### config.mk
export PLATFORM = sky130hd
export DESIGN_NAME = fpa_div_step
export DESIGN_NICKNAME = d
export VERILOG_FILES = /design/src/hdl/fpa_pkg.sv /design/src/hdl/fpa_div_step.sv
export SDC_FILE = /design/constraint.sdc
export NUM_CORES = 1
export LEC_CHECK = 0
export ABC_CLOCK_PERIOD_IN_PS = 30700
export BUFFER_PORTS_ARGS = -buffer_cell sky130_fd_sc_hd__buf_2
export CAP_MARGIN = 20
export CORE_AREA = 3 3 276 278
export CTS_CLUSTER_DIAMETER = 150
export DETAILED_ROUTE_END_ITERATION = 12
export DIE_AREA = 0 0 279 281
export SLEW_MARGIN = 10
export SYNTH_ARGS = -nofsm -noshare
export SYNTH_HDL_FRONTEND = slang
export SYNTH_SLANG_ARGS = --single-unit
### constraint.sdc
create_clock -name i_clk -period 30.7 [get_ports i_clk]
set_input_delay 6.14 -clock i_clk [delete_from_list [all_inputs] [get_ports i_clk]]
set_output_delay 6.14 -clock i_clk [all_outputs]
set_load 0.05 [all_outputs]
### src/hdl/fpa_pkg.sv
// ----------------------------------------------------------------------------
// fpa_pkg
// Types, operation and status codes, and helpers for the fixed-point ALU.
// ----------------------------------------------------------------------------
package fpa_pkg;

    localparam int NUM_W = 50;

    localparam logic [3:0] OP_ADD      = 4'd0;
    localparam logic [3:0] OP_SUB      = 4'd1;
    localparam logic [3:0] OP_MUL      = 4'd2;
    localparam logic [3:0] OP_DIV      = 4'd3;
    localparam logic [3:0] OP_GT       = 4'd4;
    localparam logic [3:0] OP_LT       = 4'd5;
    localparam logic [3:0] OP_GE       = 4'd6;
    localparam logic [3:0] OP_LE       = 4'd7;
    localparam logic [3:0] OP_EQ       = 4'd8;
    localparam logic [3:0] OP_NE       = 4'd9;
    localparam logic [3:0] OP_MIN      = 4'd10;
    localparam logic [3:0] OP_MAX      = 4'd11;
    localparam logic [3:0] OP_INC      = 4'd12;
    localparam logic [3:0] OP_DEC      = 4'd13;
    localparam logic [3:0] OP_FROM_INT = 4'd14;
    localparam logic [3:0] OP_TO_INT   = 4'd15;

    localparam logic [1:0] ST_OK  = 2'd0;
    localparam logic [1:0] ST_OVF = 2'd1;
    localparam logic [1:0] ST_DZ  = 2'd2;

    localparam logic [31:0] MAX32 = 32'h7FFF_FFFF;
    localparam logic [31:0] MIN32 = 32'h8000_0000;

    typedef struct packed {
        logic [3:0]         operation;
        logic signed [31:0] operand_a;
        logic signed [31:0] operand_b;
    } t_in;

    typedef struct packed {
        logic signed [31:0] result_value;
        logic               compare_true;
        logic [1:0]         status;
    } t_out;

    typedef struct packed {
        logic [31:0] value;
        logic        ovf;
    } t_sat;

    typedef struct packed {
        logic [3:0]       op;
        logic [31:0]      res;
        logic             flag;
        logic [1:0]       status;
        logic             neg;
        logic             a_neg;
        logic             dz;
        logic             dovf;
        logic [NUM_W-1:0] num;
        logic [32:0]      den;
        logic [32:0]      rem;
        logic [31:0]      quo;
        logic [31:0]      mag_a;
        logic [31:0]      mag_b;
        logic [63:0]      prod;
        logic [31:0]      fmag;
        logic             fovf;
    } t_pipe;

    function automatic t_sat sat33(input logic [32:0] v);
        t_sat s;
        s.ovf   = v[32] ^ v[31];
        s.value = s.ovf ? (v[32] ? MIN32 : MAX32) : v[31:0];
        return s;
    endfunction

endpackage

### src/hdl/fpa_div_step.sv
// ----------------------------------------------------------------------------
// fpa_div_step
// One restoring division step: one quotient bit per stage.
// ----------------------------------------------------------------------------
module fpa_div_step #(
    parameter int STEP = 0
) (
    input  logic             i_clk,
    input  logic             i_rst_n,
    input  logic             i_valid,
    input  fpa_pkg::t_pipe   i_data,
    output logic             o_ready,
    output logic             o_valid,
    output fpa_pkg::t_pipe   o_data,
    input  logic             i_ready
);

    localparam int BIT = 31 - STEP;

    logic             r_valid;
    fpa_pkg::t_pipe   r_data;
    fpa_pkg::t_pipe   n_data;
    logic [33:0]      trial;
    logic [33:0]      diff;
    logic             qbit;

    assign trial = {i_data.rem, i_data.num[BIT]};
    assign diff  = trial - {1'b0, i_data.den};
    assign qbit  = (trial >= {1'b0, i_data.den});

    always_comb begin
        n_data     = i_data;
        n_data.rem = qbit ? diff[32:0] : trial[32:0];
        n_data.quo = {i_data.quo[30:0], qbit};
    end

    assign o_ready = !r_valid || i_ready;
    assign o_valid = r_valid;
    assign o_data  = r_data;

    always_ff @(posedge i_clk) begin
        if (!i_rst_n) begin
            r_valid <= 1'b0;
        end else if (o_ready) begin
            r_valid <= i_valid;
        end
    end

    always_ff @(posedge i_clk) begin
        if (o_ready && i_valid) r_data <= n_data;
    end

endmodule

# Word level (Yosys, flattened, before mapping)
# Cells that the tools add are included.
# word_totals
output_inout_bits,354
regBits,353
# classes
reduce_logical,3
n_lt_le_gt_ge,1
n_mux,1
add_sub_neg,1
# ops
operator,n
34-bit by 33-bit >= comparator with 1-bit output,1
33-bit 2-to-1 mux,1
33-bit subtractor,1
1-bit logical AND,1
1-bit zero test,1
1-bit logical OR,1

# Logic depth before layout (Yosys ltp)
# logic_depth
word_depth,3
mapped_depth,13

# Worst setup path after synthesis
# Ideal clock, no wire load.
# synth_path
path_type,in2reg
start,input port i_ready
end,"register r_data, in the netlist o_data[0], enable pin"
required_time_ns,29.942
slack_ns,15.326
path_stages,2
arrival_time_ns,14.616
path_cell_list,nand2b_1 > and2_1
# synth_via
elab_chain_cells,2
# synth_rtl
item,line,rtl
"start, declared",fpa_div_step.sv:15,input logic i_ready
1-bit logical OR,fpa_div_step.sv:37,assign o_ready = !r_valid || i_ready;
1-bit logical AND,fpa_div_step.sv:50,if (o_ready && i_valid) r_data <= n_data;
"end signal, assigned",fpa_div_step.sv:50,
"end, declared",fpa_div_step.sv:21,fpa_pkg::t_pipe r_data;
# Every way passes these cells.
# A chain may end at the register's enable or synchronous reset.

# Worst setup path in the final report
# layout_path
start,input port i_ready
end,output port o_ready
# layout_via
elab_chain_cells,1
# layout_rtl
item,line,rtl
1-bit logical OR,fpa_div_step.sv:37,
"end, declared",fpa_div_step.sv:12,"output logic o_ready,"
# Every way passes these cells.

==> results.txt <==
For the area used by multi-input combinational logic, the log shows 2100 um^2. The cell total after placement is 2387. TritonCTS built the clock tree. After routing, the total negative slack on setup checks comes to 0 ns. Setup repair after global routing left no endpoint under its margin. Port buffering added 708 buffers. The run gives 43 as the CTS buffer count.

The effective utilization at floorplan is 0.175. Counting flops with a built-in enable in the synthesized netlist gives 352. The critical path data required time is 24.56 ns.

The wire length of the first global-routing pass was 71.6 mm; the clock-pin slew reported for the worst setup and hold paths after clock tree synthesis was 0.05 ns. The tree is rooted in a clkbuf_16. The sequential-to-total area share from yosys stat was 0.818. The class of the tightest hold or removal check was reg -> reg. The final route contains 9433 vias.

Setup violations remaining at the end of the flow were counted as 0. The H-tree was split into 2 levels. The logs give 0 for the hold violation count in the final report and 0 for the count of hold buffers inserted by post-cts repair.

The number of register bits inferred by synthesis is 353. The number of antenna violations at the first check in global routing is 22. The run finished with clean final reports. For the maximum resistive drop on vdd, the log shows 34.5 uV. The actual slew at the worst max-slew pin is 1.11 ns. The tools report the kind of end point of the critical path as a primary output.

Dividing the detail-routed via count by the number of cells gives 3.82. Following the worst setup path forward leads to its endpoint at o_ready. The critical-path maximum fanout works out to 3. The finished cells cover 19100 um^2.

For the via count of the first global-routing pass, the log shows 9707. The proportion of synthesized flip-flops having asynchronous set or reset came out at 0. Number of gates resized after cts: 0.

The critical path arrival came out at 6.72 ns. The cell area that synthesis handed to floorplanning was 13000 um^2. After the last flow step, the layout net total stands at 1853.

Counting cells, the worst reg-to-reg path comes to 4. Buffers added to address setup during post-CTS repair amount to 0. The die extent in y is 281 um, and the gate count after technology mapping is 719. The number of nets with antenna violations after routing was 0. For this block, the initial DRC count from the detailed router was 601. The average routed wire per standard cell was 21.7 um. In the routed design, unresolved DRC markers number 0. For this design the ratio of total power to cell area is 70.0 nW/um^2.

In this run, distinct cell masters in the synthesized netlist total 55. Clock latency on the worst-skew pair, taken at its later pin, is 0.56 ns. The total wirelength of the detailed-routed design is 53.6 mm.

The tools report the non-filler instance count after layout as 2469. The first TritonRoute pass finished after 4 iterations. The relative max-transition margin came out at 0.262. In the synthesized netlist the dominant register cell turns out to be edfxtp_1. The shortest period the worst path allows is 12.86 ns, and the post-detailed-placement half-perimeter wirelength is 43.2 mm.

Period utilization: 0.419. The nature of the critical path startpoint was an input pin. The area growth from synthesis to layout was 47.6%; the total number of placement rows was 100. Instance area at placement: 17700 um^2. The I/O pin count was 710; the CTS sink count was 353.

The number of max-cap violations was 0. The setup path with the least slack is of type in -> out. The maximum count of clock buffers along a single path was 3; the proportion of layout cells with a drive suffix above 1 was 0.531.

The net count after synthesis was 1109. Routability-driven placement finished with a final weighted congestion of 0.874. The leakage power of the design is 8.04 nW, and the floorplan core area is 74200 um^2. The run gives 7743 as the number of fill cells in the layout. The die is 279 um wide.

For flop-to-flop paths, the worst setup slack is 27.44 ns. In this run the worst setup path begins at i_ready. The startpoint identified for the worst register-to-register timing path is o_valid. Maximum clock skew at final layout: 0.0181 ns.

The number of max-slew violations in the final report came out at 0. The aggregate global routing overflow was 0; the overall global routing resource usage was 0.127. The total number of yosys warnings is 0, and the largest net degree at the start of global routing is 149. The tools report the register cell area after layout as 10600 um^2. The worst register-to-register path ends at o_data[30]. The run gives 0.0778 GHz as the peak clock frequency supported by timing. After synthesis, the mean cell area works out to 18.0 um^2. The die covers 78400 um^2.
power breakdown:
| group | switching (mW) | internal (mW) | leakage [nW] | total, mW |
|---|---|---|---|---|
| combinational | 0.180 | 0.0561 | 3.93 | 0.237 |
| clock | 0.211 | 0.312 | 0.696 | 0.523 |
| sequential | 0.00846 | 0.570 | 3.42 | 0.579 |
| total | 0.400 | 0.938 | 8.04 | 1.34 |
placed cells by master (no fill, tap or decap), types with 4 or more instances in the layout:
master,count
o21bai_1,5
diode_2,4
a21oi_1,33
xor2_1,12
clkbuf_1,8
a21o_1,16
clkinv_1,6
o21a_1,4
and3_1,8
bufinv_16,6
buf_2,708
xnor2_1,16
ha_1,33
nand3_1,5
o21ai_0,40
nand4_1,5
edfxtp_1,352
nor2_1,19
clkbuf_16,43
nor3_1,4
clkinv_2,4
nand2_1,52
inv_1,46
synthesized netlist by cell type (3+ instances only):
cell type  count  area share
a21o_1        16      0.0093
a21oi_1       33       0.013
and3_1         8      0.0039
buf_2          5      0.0019
buf_6          4      0.0035
edfxtp_1     352        0.82
ha_1          33       0.032
inv_1         46       0.013
nand2_1       52       0.015
nand2b_1       3      0.0014
nand3_1        5      0.0019
nand4_1        5      0.0024
nor2_1        19      0.0055
nor3_1         4      0.0015
nor4_1         3      0.0014
o211ai_1       3      0.0017
o21a_1         4      0.0023
o21ai_0       40       0.015
o21ai_1        3      0.0012
o21bai_1       5      0.0029
o31ai_1        3      0.0017
or3_1          3      0.0014
xnor2_1       16       0.011
xor2_1        12      0.0081
routing by layer:
metal  share of wire  global-route usage  vias to the layer above
met1            0.35               0.136                     4580
met4           0.038              0.0447                       20
met3            0.11              0.0561                       99
li1                -                   -                     4257
met5          0.0025                   0                        -
met2            0.50               0.224                      477
logic make-up after synthesis:
kind of cell / after synthesis / share of synthesized area
mux: 2 / 0.00174
buf+inv: 59 / 0.0206
xor+xnor: 28 / 0.0189
fa+ha+maj: 34 / 0.0334
compound gates: 134 / 0.0684
simple gates: 109 / 0.0392
flops: 353 / 0.818
sequential cells by signal (all words and copies together), names as in the netlist:
signal / flops
o_valid: 1
o_data: 352
worst max-delay path: stages:
cell,delay (ns)
buf_2,0.07
nand2b_1,0.13
buf_2,0.35
metrics by stage:
stage | hold slack, ns | setup WS (ns) | utilization | total power [mW]
after floorplan | 1.15 | 15.33 | - | 0.754
after global placement | 0.545 | 17.81 | 0.238 | 0.826
after detailed placement | 0.558 | 17.82 | 0.238 | 0.827
after CTS | 0.574 | 17.81 | 0.258 | 1.36
after global routing | 0.614 | 17.79 | 0.258 | 1.39
final | 0.567 | 17.84 | 0.258 | 1.34
area by class of cell:
class | count | share of cell area
multi-input combinational | 307 | 0.110
inverter | 46 | 0.00903
timing repair buffer | 712 | 0.188
sequential | 353 | 0.554
tap | 969 | 0.0634
clock buffer | 51 | 0.0578
antenna | 4 | 0.000523
clock inverter | 27 | 0.0181
how the worst min path moves through the flow:
stage               startpoint  cells past startpoint       to  slack [ns]
detailed placement     o_valid                      2  o_valid        0.56
finish                 o_valid                      2  o_valid        0.57
CTS                    o_valid                      2  o_valid        0.57
global placement       o_valid                      2  o_valid        0.55
floorplan              o_valid                      2  o_valid        1.15
global route           o_valid                      2  o_valid        0.61
No activity file was read; power rests on OpenSTA's default activity.
