--- src/hdl/fpa_pkg.sv ---
// ----------------------------------------------------------------------------
// fpa_pkg
// Types, operation and status codes, and helpers for the fixed-point ALU.
// ----------------------------------------------------------------------------
package fpa_pkg;

    localparam int NUM_W = 50;

    localparam logic [3:0] OP_ADD      = 4'd0;
    localparam logic [3:0] OP_SUB      = 4'd1;
    localparam logic [3:0] OP_MUL      = 4'd2;
    localparam logic [3:0] OP_DIV      = 4'd3;
    localparam logic [3:0] OP_GT       = 4'd4;
    localparam logic [3:0] OP_LT       = 4'd5;
    localparam logic [3:0] OP_GE       = 4'd6;
    localparam logic [3:0] OP_LE       = 4'd7;
    localparam logic [3:0] OP_EQ       = 4'd8;
    localparam logic [3:0] OP_NE       = 4'd9;
    localparam logic [3:0] OP_MIN      = 4'd10;
    localparam logic [3:0] OP_MAX      = 4'd11;
    localparam logic [3:0] OP_INC      = 4'd12;
    localparam logic [3:0] OP_DEC      = 4'd13;
    localparam logic [3:0] OP_FROM_INT = 4'd14;
    localparam logic [3:0] OP_TO_INT   = 4'd15;

    localparam logic [1:0] ST_OK  = 2'd0;
    localparam logic [1:0] ST_OVF = 2'd1;
    localparam logic [1:0] ST_DZ  = 2'd2;

    localparam logic [31:0] MAX32 = 32'h7FFF_FFFF;
    localparam logic [31:0] MIN32 = 32'h8000_0000;

    typedef struct packed {
        logic [3:0]         operation;
        logic signed [31:0] operand_a;
        logic signed [31:0] operand_b;
    } t_in;

    typedef struct packed {
        logic signed [31:0] result_value;
        logic               compare_true;
        logic [1:0]         status;
    } t_out;

    typedef struct packed {
        logic [31:0] value;
        logic        ovf;
    } t_sat;

    typedef struct packed {
        logic [3:0]       op;
        logic [31:0]      res;
        logic             flag;
        logic [1:0]       status;
        logic             neg;
        logic             a_neg;
        logic             dz;
        logic             dovf;
        logic [NUM_W-1:0] num;
        logic [32:0]      den;
        logic [32:0]      rem;
        logic [31:0]      quo;
        logic [31:0]      mag_a;
        logic [31:0]      mag_b;
        logic [63:0]      prod;
        logic [31:0]      fmag;
        logic             fovf;
    } t_pipe;

    function automatic t_sat sat33(input logic [32:0] v);
        t_sat s;
        s.ovf   = v[32] ^ v[31];
        s.value = s.ovf ? (v[32] ? MIN32 : MAX32) : v[31:0];
        return s;
    endfunction

endpackage

--- src/hdl/fpa_front.sv ---
// ----------------------------------------------------------------------------
// fpa_front
// Decode stage for simple operations and operand magnitudes, then a setup
// stage with the multiplier and the divider range check.
// ----------------------------------------------------------------------------
module fpa_front #(
    parameter int FRAC_BITS = 8
) (
    input  logic             i_clk,
    input  logic             i_rst_n,
    input  logic             i_valid,
    input  fpa_pkg::t_in     i_data,
    output logic             o_ready,
    output logic             o_valid,
    output fpa_pkg::t_pipe   o_data,
    input  logic             i_ready
);

    logic                 r_a_valid;
    fpa_pkg::t_pipe       r_a;
    fpa_pkg::t_pipe       n_a;
    logic                 r_b_valid;
    fpa_pkg::t_pipe       r_b;
    fpa_pkg::t_pipe       n_b;
    logic                 ready_a;
    logic                 ready_b;
    logic signed [31:0]   a;
    logic signed [31:0]   b;
    logic signed [63:0]   fi;
    fpa_pkg::t_sat        s_add;
    fpa_pkg::t_sat        s_sub;
    fpa_pkg::t_sat        s_inc;
    fpa_pkg::t_sat        s_dec;
    logic [31:0]          mag_a;
    logic [31:0]          mag_b;

    assign a       = i_data.operand_a;
    assign b       = i_data.operand_b;
    assign fi      = 64'(a) <<< FRAC_BITS;
    assign s_add   = fpa_pkg::sat33({a[31], a} + {b[31], b});
    assign s_sub   = fpa_pkg::sat33({a[31], a} - {b[31], b});
    assign s_inc   = fpa_pkg::sat33({a[31], a} + 33'd1);
    assign s_dec   = fpa_pkg::sat33({a[31], a} - 33'd1);
    assign mag_a   = a[31] ? 32'(-a) : 32'(a);
    assign mag_b   = b[31] ? 32'(-b) : 32'(b);

    always_comb begin
        n_a        = '0;
        n_a.op     = i_data.operation;
        n_a.neg    = a[31] ^ b[31];
        n_a.a_neg  = a[31];
        n_a.dz     = (b == 32'sd0);
        n_a.mag_a  = mag_a;
        n_a.mag_b  = mag_b;
        n_a.num    = ({18'b0, mag_a} << (FRAC_BITS + 1)) + {18'b0, mag_b};
        n_a.den    = {mag_b, 1'b0};
        case (i_data.operation)
            fpa_pkg::OP_ADD: begin
                n_a.res    = s_add.value;
                n_a.status = s_add.ovf ? fpa_pkg::ST_OVF : fpa_pkg::ST_OK;
            end
            fpa_pkg::OP_SUB: begin
                n_a.res    = s_sub.value;
                n_a.status = s_sub.ovf ? fpa_pkg::ST_OVF : fpa_pkg::ST_OK;
            end
            fpa_pkg::OP_GT: n_a.flag = (a > b);
            fpa_pkg::OP_LT: n_a.flag = (a < b);
            fpa_pkg::OP_GE: n_a.flag = (a >= b);
            fpa_pkg::OP_LE: n_a.flag = (a <= b);
            fpa_pkg::OP_EQ: n_a.flag = (a == b);
            fpa_pkg::OP_NE: n_a.flag = (a != b);
            fpa_pkg::OP_MIN: n_a.res = (a < b) ? a : b;
            fpa_pkg::OP_MAX: n_a.res = (a > b) ? a : b;
            fpa_pkg::OP_INC: begin
                n_a.res    = s_inc.value;
                n_a.status = s_inc.ovf ? fpa_pkg::ST_OVF : fpa_pkg::ST_OK;
            end
            fpa_pkg::OP_DEC: begin
                n_a.res    = s_dec.value;
                n_a.status = s_dec.ovf ? fpa_pkg::ST_OVF : fpa_pkg::ST_OK;
            end
            fpa_pkg::OP_FROM_INT: begin
                if (fi[63:31] != {33{fi[63]}}) begin
                    n_a.res    = fi[63] ? fpa_pkg::MIN32 : fpa_pkg::MAX32;
                    n_a.status = fpa_pkg::ST_OVF;
                end else begin
                    n_a.res    = fi[31:0];
                end
            end
            fpa_pkg::OP_TO_INT: n_a.res = 32'(a >>> FRAC_BITS);
            default: n_a.res = '0;
        endcase
    end

    always_comb begin
        n_b      = r_a;
        n_b.prod = r_a.mag_a * r_a.mag_b;
        n_b.dovf = ({15'b0, r_a.num[fpa_pkg::NUM_W-1:32]} >= r_a.den);
        n_b.rem  = {15'b0, r_a.num[fpa_pkg::NUM_W-1:32]};
        n_b.quo  = '0;
    end

    assign ready_b = !r_b_valid || i_ready;
    assign ready_a = !r_a_valid || ready_b;
    assign o_ready = ready_a;
    assign o_valid = r_b_valid;
    assign o_data  = r_b;

    always_ff @(posedge i_clk) begin
        if (!i_rst_n) begin
            r_a_valid <= 1'b0;
            r_b_valid <= 1'b0;
        end else begin
            if (ready_a) r_a_valid <= i_valid;
            if (ready_b) r_b_valid <= r_a_valid;
        end
    end

    always_ff @(posedge i_clk) begin
        if (ready_a && i_valid) r_a <= n_a;
        if (ready_b && r_a_valid) r_b <= n_b;
    end

endmodule

--- config.mk ---
export PLATFORM = sky130hd
export DESIGN_NAME = fpa_front
export DESIGN_NICKNAME = d
export VERILOG_FILES = /design/src/hdl/fpa_pkg.sv /design/src/hdl/fpa_front.sv
export SDC_FILE = /design/constraint.sdc
export NUM_CORES = 2
export LEC_CHECK = 0
export BUFFER_PORTS_ARGS = -buffer_cell sky130_fd_sc_hd__buf_2
export CORE_MARGIN = 3
export CORE_UTILIZATION = 64
export DETAILED_ROUTE_END_ITERATION = 8
export GPL_TIMING_DRIVEN = 0
export PLACE_DENSITY = 0.95
export SLEW_MARGIN = 25
export SYNTH_ARGS = -nofsm -noshare
export SYNTH_HDL_FRONTEND = slang
export SYNTH_SLANG_ARGS = --single-unit
--- constraint.sdc ---
create_clock -name i_clk -period 15.42 [get_ports i_clk]
set_clock_uncertainty 0.15 [all_clocks]
set_input_delay 2.313 -clock i_clk [delete_from_list [all_inputs] [get_ports i_clk]]
set_output_delay 2.313 -clock i_clk [all_outputs]
set_load 0.01 [all_outputs]
* Word-level counts from Yosys, hierarchy flattened *
Cells that the tools add are included.

word-level totals
  bits in registers = 397
  input bits = 72
  output and inout bits = 354

operators by class
  $add $sub $neg = 7
  multipliers = 1
  order comparisons = 5
  equal/unequal tests = 16
  muxes and demuxes = 22
  bitwise operators = 5
  reductions and logical operators = 8

operators by type and width
  cell                   count
  $mux 32                14
  $pmux 32 s8            1
  $mul 32x32->64         1
  $neg 32->32            2
  $add 41x32->42         1
  $add 32x2->33 const B  1
  $add 32x32->33         1
  $ge 18x33->1           1
  $sub 32x2->33 const B  1
  $sub 32x32->33         1
  $eq 32x32->1           1
  $eq 4x4->1 const B     8
  $ge 32x32->1           1
  $gt 32x32->1           1
  $le 32x32->1           1
  $logic_not 32->1       1
  $lt 32x32->1           1
  $ne 32x32->1           1
  $eq 4x3->1 const B     4
  $ne 8x8->1             1
  $pmux 1 s6             1
  $mux 1                 5
  $pmux 1 s5             1
  $xor 1x1->1            5
  5 further kinds        8

* Logic depth before layout (Yosys ltp) *
  word-level depth = 4
  depth in mapped cells = 29
  mapped depth without buffers = 28

* Worst setup path after synthesis *
Ideal clock, no wire load.

  path kind = input -> register
  start point = input i_ready
  end point = register r_b, in the netlist o_data[129], enable pin
  data arrival time = 11.350 ns
  data required time = 14.476 ns
  setup slack = 3.126 ns
  cell stages on the path = 2
  buffers on the path = 0
  cells stage by stage = nor2b_1 > nor2b_1

on the way
  word-level cells in the longest chain between the ends = 2

RTL lines
  element               line              source
  start, declared       fpa_front.sv:16   input logic i_ready
  $logic_or 1x1->1      fpa_front.sv:103  assign ready_b = !r_b_valid || i_ready;
  $logic_and 1x1->1     fpa_front.sv:121  if (ready_b && r_a_valid) r_b <= n_b;
  end signal, assigned  fpa_front.sv:121
  end, declared         fpa_front.sv:23   fpa_pkg::t_pipe r_b;

No other way between the ends.
A chain may end at the register's enable or synchronous reset.

==> flow_summary_export.csv <==
group,metric,value,unit
outcome,status,"complete, no violations",
sta,max_slew_margin,15.0,%
drt,drtAntennaViolNets,0,
clocking,clock_path_buffers,3,
grt,grt_first_pass_wirelength,314000,µm
sta,tightest_slew,1.28,ns
die,rows,106,
cells_and_area,fill_cells,6083,
synth,ys_ff_latch,343,
worst_setup_path,cp.arrival,10.40,ns
synth,async_reset_ff_share,0,%
run,max_cap_violations,0,
cells_and_area,nNetsFinal,7639,
drt,maxUsedRoutingLayer,"met5",
drt,num_vias,48200,
grt,grt-ovfl-total,0,
clocking,cts_tree,"yes",
drt,drcViolationCount,0,
drt,dr.pass1.iters,8,
min_path,hp-class,"reg -> reg",
grt,grtUsageTotal,48.3,%
sta,max_freq,0.0987,GHz
clocking,post_cts_buffers,0,
worst_setup_path,setup.worst_path.start_class,"flip-flop",
place,place.detailed.hpwl,173000,µm
sta,fin_crit,10.14,ns
die,coreArea,84500,µm²
clocking,ctsHoldBuffers,0,
sta,setup_ws,5.28,ns
drt,met1_length,69100,µm
drt,met3_length,33700,µm
sta,fin_crit_sh,65.7,%
clocking,clockRootBuffer,"clkbuf_16",
clocking,cts_resized,0,
place,gp_congestion,1.15,
sta,slew_violations,0,
die,die-area,89700,µm²
sta,setup_viol,0,
sta,hold_violations,0,
worst_setup_path,cpPeakStageDelay,0.91,ns
worst_setup_path,critPathMaxFanout,10,
cells_and_area,syn_to_final_growth,9.57,%
synth,synth_enable_flop_cells,341,
place,place_ws,5.53,ns
synth,synth_cells,5822,
grt,antenna_found_initial,22,
sta,grt_setup_unrepaired,"false",
synth,synthDistinctLibCells,81,
worst_setup_path,cp.required,15.68,ns
clocking,cts_sinks,343,
clocking,path_clk_slew,0.06,ns
clocking,numCtsBuffers,41,
worst_setup_path,crit_slowest_cell,"edfxtp_1",
die,pin_count,426,
grt,grt_pass1_vias,49300,
clocking,clkLatencyLatePin,0.64,ns
worst_setup_path,cp-end-kind,"flip-flop",
synth,seq_area_frac_synth,18.7,%
worst_setup_path,path_class,"reg -> reg",
place,io_buffers,327,
cells_and_area,layout-drive-gt1-share,10.2,%
die,dieHeight,299,µm
die,start_util,65.2,%
synth,netlist_area,55100,µm²
drt,vias_per_cell,6.42,
cells_and_area,layout_commonest_cell,"inv_1",
drt,wl_met2,91600,µm
worst_setup_path,cp_common_cell,"fa_1",
die,die_w,299,µm
drt,wl,218000,µm
worst_setup_path,crit_start,"n_b[149]",
synth,synth-warning-count,0,
grt,grt_max_degree,59,
synth,synth.avg_cell_area,9.47,µm²
min_path,min_from,"n_b[348]",
clocking,htree_num_levels,2,
drt,drtIter0Drc,6430,
drt,wire_per_inst,29.0,µm
synth,synth_flop_cell,"edfxtp_1",
worst_setup_path,r2r-start,"n_b[149]",
cells_and_area,final_cell_mix,"inv_1, fa_1, nand2_1",
-- kinds of logic after synthesis --
logic type / share of synthesized area (%)
buffers and inverters: 10.9
and+or+nand+nor: 16.1
adders and majority gates: 41.0
xor gates and xnor gates: 4.08
DFF: 18.7
AOI/OAI and AO/OA: 8.17
muxes: 1.07
other: 0.00680
-- critical path: cells and delay by family (launching register included) --
kind | cells | cell delay (ns)
and+or+nand+nor | 5 | 1.57
DFF | 1 | 0.91
AOI/OAI and AO/OA | 5 | 1.66
buffers and inverters | 6 | 1.16
adders and majority gates | 9 | 4.21
xor gates and xnor gates | 1 | 0.24
-- flip-flops by register name (all words and copies together), names as in the netlist --
register and flops:
r_a_valid 1, o_valid 1, n_b 138, o_data 203
-- area by class of cell --
class,count,area (µm²),area share (%)
well taps,1134,1420,2.35
clock inverters,28,343,0.568
repair buffers,340,1920,3.18
clock buffers,47,1090,1.81
multi-input cells,4129,39200,64.9
plain buffers,485,2430,4.03
diodes,32,80.1,0.133
inverters,963,3610,5.99
flip-flops and latches,343,10300,17.0
-- routing by layer --
layer / track usage, % / up-vias
met1: 55.5 / 23200
met5: 2.00 / -
li1: - / 19200
met3: 20.2 / 1349
met4: 38.1 / 12
met2: 71.0 / 4363
-- Yosys cell counts (31+ instances only) --
library cell	number	area share, %
buf_4	151	2.1
clkbuf_1	304	2.1
xor2_1	57	0.91
nor3_1	57	0.52
a21oi_1	195	1.8
nand2b_1	31	0.35
o21ai_0	205	1.9
nor2_1	162	1.1
fa_1	899	33
mux2i_1	31	0.56
nand2_1	620	4.2
nand4_1	65	0.74
nand3_1	56	0.51
xnor2_1	200	3.2
a21o_1	49	0.67
and2_1	609	6.9
inv_1	961	6.5
ha_1	365	8.3
edfxtp_1	341	19
-- per-stage QoR --
stage / instances / utilization, % / cell area [µm²] / hold slack [ns] / TNS [ns]
final: 7501 / 71.5 / 60400 / 0.269 / 0
after global routing: 7474 / 71.4 / 60300 / 0.273 / 0
after detailed placement: 7393 / 69.6 / 58800 / 0.255 / 0
after global placement: 7381 / 69.3 / 58500 / 0.253 / -192.34
after floorplan: 5920 / - / 55500 / 0.250 / 0
after CTS: 7468 / 71.3 / 60300 / 0.270 / 0
-- final timing paths --
check                           slack (ns)          end  depth (start not counted)
worst max register to register        5.28   o_data[92]                         26
worst max-delay path                  5.28   o_data[92]                         26
worst min-delay path                  0.27  o_data[348]                          0
worst min register to register        0.27  o_data[348]                          0
Power is not shown: default switching activity piles up to over one toggle a cycle in this logic, so the estimate is an artifact.
