File: src/hdl/fpa_pkg.sv
// ----------------------------------------------------------------------------
// fpa_pkg
// Types, operation and status codes, and helpers for the fixed-point ALU.
// ----------------------------------------------------------------------------
package fpa_pkg;

    localparam int NUM_W = 50;

    localparam logic [3:0] OP_ADD      = 4'd0;
    localparam logic [3:0] OP_SUB      = 4'd1;
    localparam logic [3:0] OP_MUL      = 4'd2;
    localparam logic [3:0] OP_DIV      = 4'd3;
    localparam logic [3:0] OP_GT       = 4'd4;
    localparam logic [3:0] OP_LT       = 4'd5;
    localparam logic [3:0] OP_GE       = 4'd6;
    localparam logic [3:0] OP_LE       = 4'd7;
    localparam logic [3:0] OP_EQ       = 4'd8;
    localparam logic [3:0] OP_NE       = 4'd9;
    localparam logic [3:0] OP_MIN      = 4'd10;
    localparam logic [3:0] OP_MAX      = 4'd11;
    localparam logic [3:0] OP_INC      = 4'd12;
    localparam logic [3:0] OP_DEC      = 4'd13;
    localparam logic [3:0] OP_FROM_INT = 4'd14;
    localparam logic [3:0] OP_TO_INT   = 4'd15;

    localparam logic [1:0] ST_OK  = 2'd0;
    localparam logic [1:0] ST_OVF = 2'd1;
    localparam logic [1:0] ST_DZ  = 2'd2;

    localparam logic [31:0] MAX32 = 32'h7FFF_FFFF;
    localparam logic [31:0] MIN32 = 32'h8000_0000;

    typedef struct packed {
        logic [3:0]         operation;
        logic signed [31:0] operand_a;
        logic signed [31:0] operand_b;
    } t_in;

    typedef struct packed {
        logic signed [31:0] result_value;
        logic               compare_true;
        logic [1:0]         status;
    } t_out;

    typedef struct packed {
        logic [31:0] value;
        logic        ovf;
    } t_sat;

    typedef struct packed {
        logic [3:0]       op;
        logic [31:0]      res;
        logic             flag;
        logic [1:0]       status;
        logic             neg;
        logic             a_neg;
        logic             dz;
        logic             dovf;
        logic [NUM_W-1:0] num;
        logic [32:0]      den;
        logic [32:0]      rem;
        logic [31:0]      quo;
        logic [31:0]      mag_a;
        logic [31:0]      mag_b;
        logic [63:0]      prod;
        logic [31:0]      fmag;
        logic             fovf;
    } t_pipe;

    function automatic t_sat sat33(input logic [32:0] v);
        t_sat s;
        s.ovf   = v[32] ^ v[31];
        s.value = s.ovf ? (v[32] ? MIN32 : MAX32) : v[31:0];
        return s;
    endfunction

endpackage

File: src/hdl/fpa_back.sv
// ----------------------------------------------------------------------------
// fpa_back
// Rounding and range check for multiply and divide, then sign, saturation
// and the output register.
// ----------------------------------------------------------------------------
module fpa_back #(
    parameter int FRAC_BITS = 8
) (
    input  logic             i_clk,
    input  logic             i_rst_n,
    input  logic             i_valid,
    input  fpa_pkg::t_pipe   i_data,
    output logic             o_ready,
    output logic             o_valid,
    output fpa_pkg::t_out    o_data,
    input  logic             i_ready
);

    logic             r_a_valid;
    fpa_pkg::t_pipe   r_a;
    fpa_pkg::t_pipe   n_a;
    logic             r_b_valid;
    fpa_pkg::t_out    r_b;
    fpa_pkg::t_out    n_b;
    logic             ready_a;
    logic             ready_b;
    logic [63:0]      rounded;
    logic [63:0]      mag;

    assign rounded = (i_data.prod + (64'd1 << (FRAC_BITS - 1))) >> FRAC_BITS;
    assign mag     = (i_data.op == fpa_pkg::OP_MUL) ? rounded : {32'b0, i_data.quo};

    always_comb begin
        n_a      = i_data;
        n_a.fmag = mag[31:0];
        n_a.fovf = (i_data.op == fpa_pkg::OP_DIV && i_data.dovf)
                   || (i_data.neg ? (mag > 64'h8000_0000) : (mag > 64'h7FFF_FFFF));
    end

    always_comb begin
        n_b.result_value = r_a.res;
        n_b.compare_true = r_a.flag;
        n_b.status       = r_a.status;
        if (r_a.op == fpa_pkg::OP_MUL || r_a.op == fpa_pkg::OP_DIV) begin
            if (r_a.op == fpa_pkg::OP_DIV && r_a.dz) begin
                n_b.result_value = r_a.a_neg ? fpa_pkg::MIN32 : fpa_pkg::MAX32;
                n_b.status       = fpa_pkg::ST_DZ;
            end else if (r_a.fovf) begin
                n_b.result_value = r_a.neg ? fpa_pkg::MIN32 : fpa_pkg::MAX32;
                n_b.status       = fpa_pkg::ST_OVF;
            end else begin
                n_b.result_value = r_a.neg ? 32'(-r_a.fmag) : r_a.fmag;
                n_b.status       = fpa_pkg::ST_OK;
            end
        end
    end

    assign ready_b = !r_b_valid || i_ready;
    assign ready_a = !r_a_valid || ready_b;
    assign o_ready = ready_a;
    assign o_valid = r_b_valid;
    assign o_data  = r_b;

    always_ff @(posedge i_clk) begin
        if (!i_rst_n) begin
            r_a_valid <= 1'b0;
            r_b_valid <= 1'b0;
        end else begin
            if (ready_a) r_a_valid <= i_valid;
            if (ready_b) r_b_valid <= r_a_valid;
        end
    end

    always_ff @(posedge i_clk) begin
        if (ready_a && i_valid) r_a <= n_a;
        if (ready_b && r_a_valid) r_b <= n_b;
    end

endmodule

File: config.mk
export PLATFORM = sky130hd
export DESIGN_NAME = fpa_back
export DESIGN_NICKNAME = d
export VERILOG_FILES = /design/src/hdl/fpa_pkg.sv /design/src/hdl/fpa_back.sv
export SDC_FILE = /design/constraint.sdc
export NUM_CORES = 1
export LEC_CHECK = 0
export ABC_CLOCK_PERIOD_IN_PS = 4900
export BUFFER_PORTS_ARGS = -buffer_cell sky130_fd_sc_hd__buf_4
export CAP_MARGIN = 20
export CELL_PAD_IN_SITES_DETAIL_PLACEMENT = 1
export CELL_PAD_IN_SITES_GLOBAL_PLACEMENT = 1
export CORE_AREA = 4 4 151 153
export DETAILED_ROUTE_END_ITERATION = 12
export DIE_AREA = 0 0 155 157
export GPL_ROUTABILITY_DRIVEN = 0
export GPL_TIMING_DRIVEN = 1
export PLACE_DENSITY = 0.85
export SLEW_MARGIN = 5
export SYNTH_ARGS = -nofsm -noshare
export SYNTH_HDL_FRONTEND = slang
export SYNTH_SLANG_ARGS = --single-unit
File: constraint.sdc
create_clock -name i_clk -period 4.9 [get_ports i_clk]
set_input_delay 0.98 -clock i_clk [delete_from_list [all_inputs] [get_ports i_clk]]
set_output_delay 0.98 -clock i_clk [all_outputs]
set_load 0.02 [all_outputs]
Word-level counts from Yosys, hierarchy flattened

Cells that the tools add are included.
Widths: inputs -> output; s select.

Memories kept: 0
Latch bits: 0
RAM bits: 0
Memory bits (read-only): 0
Bits in registers: 112
Input port bits: 356

Shifts and indexed selects: 0
Mux-type cells: 11
Reductions and logical operators: 10
Bitwise gates (word level): 0
Eq/ne operators: 4
Multipliers: 0
Divide/modulo/power cells: 0
$lt $le $gt $ge: 2
$add $sub $neg: 2

Operators by type and width:

| cell                  | count |
|---|---|
| $mux 32               | 6 |
| $add 64x8->64 const B | 1 |
| $gt 56x31->1 const B  | 1 |
| $gt 56x32->1 const B  | 1 |
| $mux 56               | 1 |
| $neg 32->32           | 1 |
| $eq 4x2->1 const B    | 4 |
| $logic_and 1x1->1     | 4 |
| $logic_or 1x1->1      | 4 |
| $mux 2                | 2 |
| $logic_not 1->1       | 2 |
| $mux 1                | 2 |

Longest topological paths before layout

Gate-level depths: netlist of the first run.

Depth after elaboration: 5
Mapped depth: 12
Gate-level depth less buffers: 11

Worst setup path before layout of the first run

OpenSTA, ideal clock, no wires.

Path kind: input to register
Start: in i_ready
End: reg r_a (netlist bit n_b[2]), enable pin
Setup time: 441 ps
Data required time: 4459 ps
Slack: 1431 ps
Arrival: 3028 ps
Stages: 3
Path buffers: 0
Cells stage by stage: nor2b_1 -> nand2_1 -> and2_1

Cells in the longest elaborated chain, start to end: 3

RTL lines:

| element              | line           | RTL |
|---|---|---|
| start, declared      | fpa_back.sv:16 | `input logic i_ready` |
| $logic_or 1x1->1     | fpa_back.sv:58 | `assign ready_b = !r_b_valid \|\| i_ready;` |
| $logic_or 1x1->1     | fpa_back.sv:59 | `assign ready_a = !r_a_valid \|\| ready_b;` |
| named net o_ready    | fpa_back.sv:13 | `output logic o_ready,` |
| $logic_and 1x1->1    | fpa_back.sv:75 | `if (ready_a && i_valid) r_a <= n_a;` |
| end signal, assigned | fpa_back.sv:75 |  |
| end, declared        | fpa_back.sv:20 | `fpa_pkg::t_pipe r_a;` |

The timed path passes the listed nets, and every way through them passes these cells.
A chain may end at the register's enable or synchronous reset.

==> impl_metrics.yaml, run 1 <==
routing:
  antenna_left: 0
  wl_mm: 25.2
  wl_per_cell_um: 22.3
  drt_iter0_markers: 495
  drc: 0
  dr.pass1.iters: 5
  vias: 6322
  vias_per_cell: 5.59
clocking:
  max-clock-path-buffers: 2
  htreeDepth: 3
  clockRootBuffer: "clkbuf_16"
  clock_latency_ps: 350
  cts_tree: "yes"
  cts_hold_buffers: 0
  cts.repair.resized: 0
  cts_setup_buffers: 0
  cts_made_buffers: 9
  cts_sinks: 112
  clk_pin_slew_ps: 70
die:
  initial_core_util_pct: 31.5
  pin_count: 393
  die_y_um: 157
  fp-row-count: 54
  dieArea_um2: 24300
  coreArea_um2: 21600
  die_x_um: 155
synth:
  synth_seq_cells: 112
  yosysSeqAreaShare_pct: 49.3
  syn_area_um2: 6790
  syn_inst: 686
  synth.avg_cell_area_um2: 9.89
  syn-num-nets: 1044
  ys_async_sr_fraction_pct: 0
  synth_edf_count: 110
  synthFlopType: "edfxtp_1"
  yosysWarnings: 0
  ys_types: 68
setup_path:
  r2r_slack_ps: 1460
  worst-path-max-fanout: 6
  criticalPathCategory: "input pin to flip-flop"
  startpoint_type: "input pin"
  worstPathRequired_ps: 5000
  reg2reg_depth: 11
  arrival_ps: 3720
  cp-end-kind: "flip-flop"
final_layout:
  area_growth_pct: 27.6
  n_fill_cell: 2483
  final_area_um2: 8660
  n_antenna_cell: 0
  fin_util_pct: 40.2
  fin_nets: 1204
  drive_above_1_share_pct: 25.6
sta:
  tns_ps: 0
  rsz0062_at_grt: "no"
  clock_skew_ps: 14.6
  fin_ws_ps: 1280
  timing.slew.headroom_pct: 29.1
  worstMarginPinSlew_ps: 1060
  fin_crit_sh_pct: 73.8
  fmax_ghz: 0.276
  hold_viol_final: 0
  slew_violations: 0
  setup_viol: 0
  period_needed_ps: 3620
placed_design:
  dpl.hpwl_mm: 19.9
  pre_cts_slack_ps: 875
  place_area_um2: 8380
  io_buffer_count: 172
min_path:
  min_path_cells: 0
  hp-class: "flip-flop to flip-flop"
global_route:
  grt_pass1_wl_mm: 37.4
  antenna_found_initial: 0
  grt_overflow: 0
  grt_pass1_vias: 6447
  grt_max_degree: 76
  grtUsageTotal_pct: 20.2
flow_run:
  cap_violations: 0
pwr:
  pwr_density_cell_nw_per_um2: 262
  ir_worst_vdd_uv: 157
  total_power_mw: 2.27
  p_leak_nw: 3.12
status:
  status: "completed"
report_power, final:
part | switching (mW) | internal, mW
clock network | 0.335 | 0.376
registers | 0.0504 | 1.12
logic | 0.214 | 0.170
stage by stage:
stage / instances / hold WS [ps]
3_5_place_dp: 1115 / 412
3_3_place_gp: 1115 / 404
6_report: 1131 / 435
5_1_grt: 1131 / 460
4_1_cts: 1131 / 441
2_1_floorplan: 686 / 400
worst paths after layout:
path,startpoint,endpoint
max,i_data[40],r_a[0]
min,n_b[2],o_data[2]
max reg2reg,r_a[1],o_data[27]
min reg2reg,n_b[2],o_data[2]
layout by cell type, fill, tap and decap left out, drive strengths merged, types with 7 or more instances in the layout:
cell type	netlist	layout
a211oi	28	28
a21o	15	15
a21oi	25	25
a31oi	8	8
and2	8	8
and3	11	11
buf	4	180
clkbuf	27	12
edfxtp	110	110
inv	12	14
nand2	78	78
nand3	32	32
nand4	19	19
nor2	60	60
nor3	30	30
nor3b	7	7
nor4	22	22
o21ai	41	41
o22a	12	12
or3	11	11
xnor2	23	23
xor2	20	20
state kept, by name (all words and copies together) (netlist names):
name	count
r_a_valid	1
n_b	1
o_data	35
r_a	74
o_valid	1
cell usage after synthesis (16+ instances only):
cell type | n | area share, %
nand3_1 | 30 | 2.2
nand4_1 | 18 | 1.7
nor4_1 | 16 | 1.5
xnor2_1 | 23 | 3.0
o21ai_0 | 35 | 2.6
edfxtp_1 | 110 | 49
nor3_1 | 28 | 2.1
a21oi_1 | 25 | 1.8
xor2_1 | 20 | 2.6
nand2_1 | 77 | 4.3
nor2_1 | 60 | 3.3
a211oi_1 | 28 | 3.1
clkbuf_1 | 27 | 1.5
critical path, stage by stage:
cell,delay [ps]
buf_4,90
ha_1,270
nand4_1,240
nor2_1,160
nand4_1,320
nor4_1,420
xor2_1,100
or3_1,380
nor4_2,290
nand4_1,200
a22o_1,270
cells by family after synthesis:
kind of cell,share of synthesized area (%)
compound gates,17.5
xor+xnor,5.55
mux,0.442
flops,49.3
simple gates,24.5
fa+ha+maj,0.369
buf+inv,2.43
metal layers:
layer,global-route usage [%],share of wire (%),up-vias
met5,0,0,-
met4,5.05,2.1,0
met3,6.19,9.4,34
met2,31.7,44,253
met1,27.4,44,3079
li1,-,-,2956
layout make-up:
cell class | count | area [µm²] | share of cell area (%)
Multi-Input combinational cell | 531 | 3290 | 38.0
Tap cell | 280 | 350 | 4.04
Timing Repair Buffer | 180 | 1350 | 15.6
Clock buffer | 12 | 256 | 2.96
Sequential cell | 112 | 3340 | 38.6
Clock inverter | 4 | 27.5 | 0.318
Inverter | 12 | 45.0 | 0.520
Power figures use the tool's default switching activity.
==> run 2, diff against run 1 <==
--- a/config.mk
+++ b/config.mk
@@ -5,17 +5,18 @@
 export SDC_FILE = /design/constraint.sdc
 export NUM_CORES = 1
 export LEC_CHECK = 0
-export ABC_CLOCK_PERIOD_IN_PS = 4900
+export ABC_CLOCK_PERIOD_IN_PS = 3000
 export BUFFER_PORTS_ARGS = -buffer_cell sky130_fd_sc_hd__buf_4
 export CAP_MARGIN = 20
 export CELL_PAD_IN_SITES_DETAIL_PLACEMENT = 1
 export CELL_PAD_IN_SITES_GLOBAL_PLACEMENT = 1
-export CORE_AREA = 4 4 151 153
+export CORE_ASPECT_RATIO = 1.5
+export CORE_MARGIN = 4
+export CORE_UTILIZATION = 29
 export DETAILED_ROUTE_END_ITERATION = 12
-export DIE_AREA = 0 0 155 157
 export GPL_ROUTABILITY_DRIVEN = 0
 export GPL_TIMING_DRIVEN = 1
-export PLACE_DENSITY = 0.85
+export PLACE_DENSITY = 0.82
 export SLEW_MARGIN = 5
 export SYNTH_ARGS = -nofsm -noshare
 export SYNTH_HDL_FRONTEND = slang
==> constraint.sdc (replaced) <==
create_clock -name i_clk -period 3 [get_ports i_clk]
set_input_delay 0.6 -clock i_clk [delete_from_list [all_inputs] [get_ports i_clk]]
set_output_delay 0.6 -clock i_clk [all_outputs]
set_load 0.02 [all_outputs]
==> impl_metrics.yaml, run 2 (synthesized netlist as in run 1, its figures left out) <==
pwr:
  pwr_density_cell_nw_per_um2: 384
  ir_worst_vdd_uv: 359
  total_power_mw: 3.80
  p_leak_nw: 3.83
min_path:
  min_to: "r_a[319]"
  hp-class: "input pin to flip-flop"
  hold_start: "i_data[319]"
  min_path_cells: 1
final_layout:
  layout_commonest_cell: "buf_4"
  multi_input_area_um2: 3510
  area_growth_pct: 46.0
  n_antenna_cell: 0
  largest_reg_flops: 74
  drive_above_1_share_pct: 38.5
  fin_nets: 1330
  layout.area.seq_um2: 3340
  largest_register: "r_a"
  n_fill_cell: 2651
  layout_common_cells: "buf_4, edfxtp_1, nand2_1"
global_route:
  grt_pass1_wl_mm: 37.5
  grt_pass1_vias: 7123
  grtUsageTotal_pct: 18.1
  grt_overflow: 0
  grt_max_degree: 76
  antenna_found_initial: 0
routing:
  wl_mm: 24.0
  wl_per_cell_um: 18.6
  antenna_left: 0
  drt_iter0_markers: 239
  vias: 6649
  vias_per_cell: 5.15
  drc: 0
  dr.pass1.iters: 5
placed_design:
  dpl.hpwl_mm: 19.6
  pre_cts_slack_ps: -631
  io_buffer_count: 172
sta:
  setup_viol: 0
  hold_viol_final: 0
  worstMarginPinSlew_ps: 1200
  period_needed_ps: 2990
  fmax_ghz: 0.335
  fin_crit_sh_pct: 99.5
  rsz0062_at_grt: "yes"
  timing.slew.headroom_pct: 20.3
  fin_ws_ps: 13.8
  slew_violations: 0
  clock_skew_ps: 10.9
setup_path:
  worst-path-max-fanout: 4
  r2r_end: "o_data[33]"
  r2r_slack_ps: 10
  cp-end-kind: "flip-flop"
  worstPathRequired_ps: 3090
  reg2reg_depth: 11
  r2r_start: "r_a[2]"
  startpoint_type: "flip-flop"
  criticalPathCategory: "flip-flop to flip-flop"
  arrival_ps: 3080
clocking:
  clockRootBuffer: "clkbuf_16"
  clk_pin_slew_ps: 70
  cts_sinks: 112
  cts_tree: "yes"
  cts_hold_buffers: 0
  htreeDepth: 3
  max-clock-path-buffers: 2
  clock_latency_ps: 350
  cts_made_buffers: 9
die:
  coreArea_um2: 23100
  initial_core_util_pct: 29.4
  dieArea_um2: 26000
  pin_count: 393
  fp-row-count: 68
  die_x_um: 133
  die_y_um: 195
flow_run:
  cap_violations: 0
status:
  status: "completed"
## run 2: area by class of cell
class	instances	area share [%]
well taps	315	3.98
inverters	12	0.455
flip-flops and latches	112	33.7
repair buffers	306	23.5
clock buffers	10	2.31
clock inverters	6	0.581
multi-input cells	531	35.5
## run 2: critical path, cell delays in order, from the launching register on
cell and delay [ps]:
edfxtp_1 410, inv_1 90, ha_2 170, or3b_4 370, nand4b_1 240, or3b_4 460
nor4_4 160, and2_4 210, buf_6 100, nand2_4 50, a311oi_2 330, o21ai_1 130
## run 2: power by group
| part | total [mW] | switching, mW | leakage [nW] | internal (mW) |
|---|---|---|---|---|
| registers | 1.90 | 0.0716 | 1.08 | 1.83 |
| logic | 0.735 | 0.371 | 2.61 | 0.364 |
| clock network | 1.17 | 0.522 | 0.144 | 0.644 |
| total | 3.80 | 0.965 | 3.83 | 2.84 |
## run 2: worst max path at each step
stage / end / start / slack (ps)
6_report: o_data[33] / r_a[2] / 10
5_1_grt: o_data[33] / r_a[2] / -110
4_1_cts: o_data[33] / r_a[2] / -40
3_5_place_dp: r_a[0] / i_data[40] / -630
3_3_place_gp: r_a[0] / i_data[40] / -480
2_1_floorplan: r_a[0] / i_data[40] / 30
## run 2: metal layers
metal	GRT usage [%]	vias up	wire length (µm)
met5	0	-	0
met2	33.6	195	12800
met4	7.20	0	799
met3	3.04	50	1120
met1	20.2	3201	9290
li1	-	3203	-
## run 2: per-stage QoR
| step | setup TNS [ps] | utilization (%) | cell area (µm²) | cells | hold WS, ps |
|---|---|---|---|---|---|
| final | 0 | 43.0 | 9910 | 1292 | 418 |
| after global routing | -643 | 43.0 | 9910 | 1292 | 404 |
| after CTS | -87.8 | 42.1 | 9700 | 1287 | 405 |
| after detailed placement | -838 | 40.4 | 9320 | 1269 | 432 |
| after global placement | -498 | 40.4 | 9320 | 1269 | 403 |
| after floorplan | 0 | - | 6790 | 686 | 400 |
## run 2: timing repair
item                                    in CTS  in global routing
endpoints found under the setup margin       5                 10
buffers inserted                             2                  6
pin swaps                                   15                 23
gates resized for setup                     19                 35
==> run 3, diff against run 2 <==
==> config.mk (replaced) <==
export PLATFORM = sky130hd
export DESIGN_NAME = fpa_back
export DESIGN_NICKNAME = d
export VERILOG_FILES = /design/src/hdl/fpa_pkg.sv /design/src/hdl/fpa_back.sv
export SDC_FILE = /design/constraint.sdc
export NUM_CORES = 1
export LEC_CHECK = 0
export ABC_CLOCK_PERIOD_IN_PS = 3640
export BUFFER_PORTS_ARGS = -buffer_cell sky130_fd_sc_hd__buf_4
export CAP_MARGIN = 20
export CELL_PAD_IN_SITES_DETAIL_PLACEMENT = 1
export CELL_PAD_IN_SITES_GLOBAL_PLACEMENT = 1
export CORE_AREA = 4 4 151 153
export DETAILED_ROUTE_END_ITERATION = 12
export DIE_AREA = 0 0 155 157
export GPL_ROUTABILITY_DRIVEN = 0
export GPL_TIMING_DRIVEN = 1
export PLACE_DENSITY = 0.85
export SLEW_MARGIN = 5
export SYNTH_ARGS = -nofsm -noshare
export SYNTH_HDL_FRONTEND = slang
export SYNTH_SLANG_ARGS = --single-unit
==> constraint.sdc (replaced) <==
create_clock -name i_clk -period 3.64 [get_ports i_clk]
set_input_delay 0.728 -clock i_clk [delete_from_list [all_inputs] [get_ports i_clk]]
set_output_delay 0.728 -clock i_clk [all_outputs]
set_load 0.02 [all_outputs]
==> impl_metrics.yaml, run 3 (synthesized netlist as in run 1, its figures left out) <==
setup_path:
  r2r_start: "r_a[1]"
  reg2reg_depth: 11
  cp-end-kind: "flip-flop"
  r2r_end: "o_data[27]"
  startpoint: "r_a[1]"
  worstPathRequired_ps: 3740
  startpoint_type: "flip-flop"
  arrival_ps: 3480
  r2r_slack_ps: 250
  worst-path-max-fanout: 5
  criticalPathCategory: "flip-flop to flip-flop"
routing:
  antenna_left: 0
  vias_per_cell: 5.50
  vias: 6264
  wl_per_cell_um: 22.2
  wl_mm: 25.2
  dr.pass1.iters: 4
  drc: 0
  drt_iter0_markers: 434
sta:
  clock_skew_ps: 11.1
  slew_violations: 0
  holdWs_ps: 437
  period_needed_ps: 3390
  worstMarginPinSlew_ps: 1100
  timing.slew.headroom_pct: 26.5
  hold_viol_final: 0
  setup_viol: 0
  tns_ps: 0
  fin_crit_sh_pct: 93.1
  fmax_ghz: 0.295
  rsz0062_at_grt: "no"
min_path:
  hp-class: "flip-flop to flip-flop"
  min_to: "o_data[2]"
  min_path_cells: 0
  hold_start: "n_b[2]"
final_layout:
  n_fill_cell: 2503
  layout_common_cells: "buf_4, edfxtp_1, nand2_1"
  n_antenna_cell: 0
  largest_register: "r_a"
  fin_nets: 1212
  area_growth_pct: 29.0
  final_area_um2: 8750
  finalNonFillerCells: 1139
  multi_input_area_um2: 3290
  drive_above_1_share_pct: 26.5
  layout.area.seq_um2: 3340
  largest_reg_flops: 74
  layout_commonest_cell: "buf_4"
die:
  fp-row-count: 54
  die_y_um: 157
  dieArea_um2: 24300
  pin_count: 393
  die_x_um: 155
  coreArea_um2: 21600
  initial_core_util_pct: 31.5
placed_design:
  dp.cells: 1123
  place_area_um2: 8460
  io_buffer_count: 172
  dpl.hpwl_mm: 20.4
global_route:
  grt_pass1_vias: 6413
  grt_max_degree: 76
  grt_pass1_wl_mm: 37.8
  antenna_found_initial: 0
  grtUsageTotal_pct: 20.4
  grt_overflow: 0
pwr:
  total_power_mw: 3.06
  pwr_density_cell_nw_per_um2: 350
  p_leak_nw: 3.17
  ir_worst_vdd_uv: 188
clocking:
  htreeDepth: 3
  clockRootBuffer: "clkbuf_16"
  cts_sinks: 112
  clk_pin_slew_ps: 80
  max-clock-path-buffers: 2
  cts_tree: "yes"
  clock_latency_ps: 350
  cts_made_buffers: 9
flow_run:
  cap_violations: 0
status:
  status: "completed"
-- run 3: how the worst max path moves through the flow --
stage | end
after floorplan | n_b[2]
after global placement | r_a[0]
after detailed placement | r_a[0]
after CTS | o_data[27]
after global routing | o_data[25]
final | o_data[27]
-- run 3: critical path, cell delays in order, from the launching register on --
cell and delay, ps:
edfxtp_1 440, inv_1 90, ha_1 180, or3b_1 430
nand4b_1 300, or3b_1 460, nor4_2 220, and2_2 260
inv_1 80, a311o_1 360, a21oi_1 200, nor2_1 110
-- run 3: final cells by class --
cell class | count | share of cell area (%)
Sequential cell | 112 | 38.2
Multi-Input combinational cell | 531 | 37.6
Timing Repair Buffer | 188 | 16.4
Tap cell | 280 | 4.00
Clock buffer | 9 | 2.57
Clock inverter | 7 | 0.729
Inverter | 12 | 0.515
-- run 3: report_power, final --
group | switching [mW] | internal [mW]
Combinational | 0.289 | 0.233
Clock | 0.482 | 0.479
Sequential | 0.0671 | 1.51
Total | 0.838 | 2.22
-- run 3: metrics by stage --
step | util [%] | setup slack [ps]
final | 40.6 | 252
after global routing | 40.6 | 52.9
after CTS | 40.6 | 186
after detailed placement | 39.3 | 178
after global placement | 39.3 | 231
after floorplan | - | 423
-- run 3: layer usage --
layer,vias to the layer above,track usage (%),share of wire (%)
met3,22,5.36,8.5
met1,3055,27.8,44
met2,222,32.9,46
met5,-,0,0
met4,0,4.71,1.5
li1,2965,-,-
-- run 3: what timing repair did --
action / CTS / global route
setup buffers: 0 / 0
setup endpoints to repair: 0 / 1
resized for setup: 0 / 1
hold buffers: 0 / 0
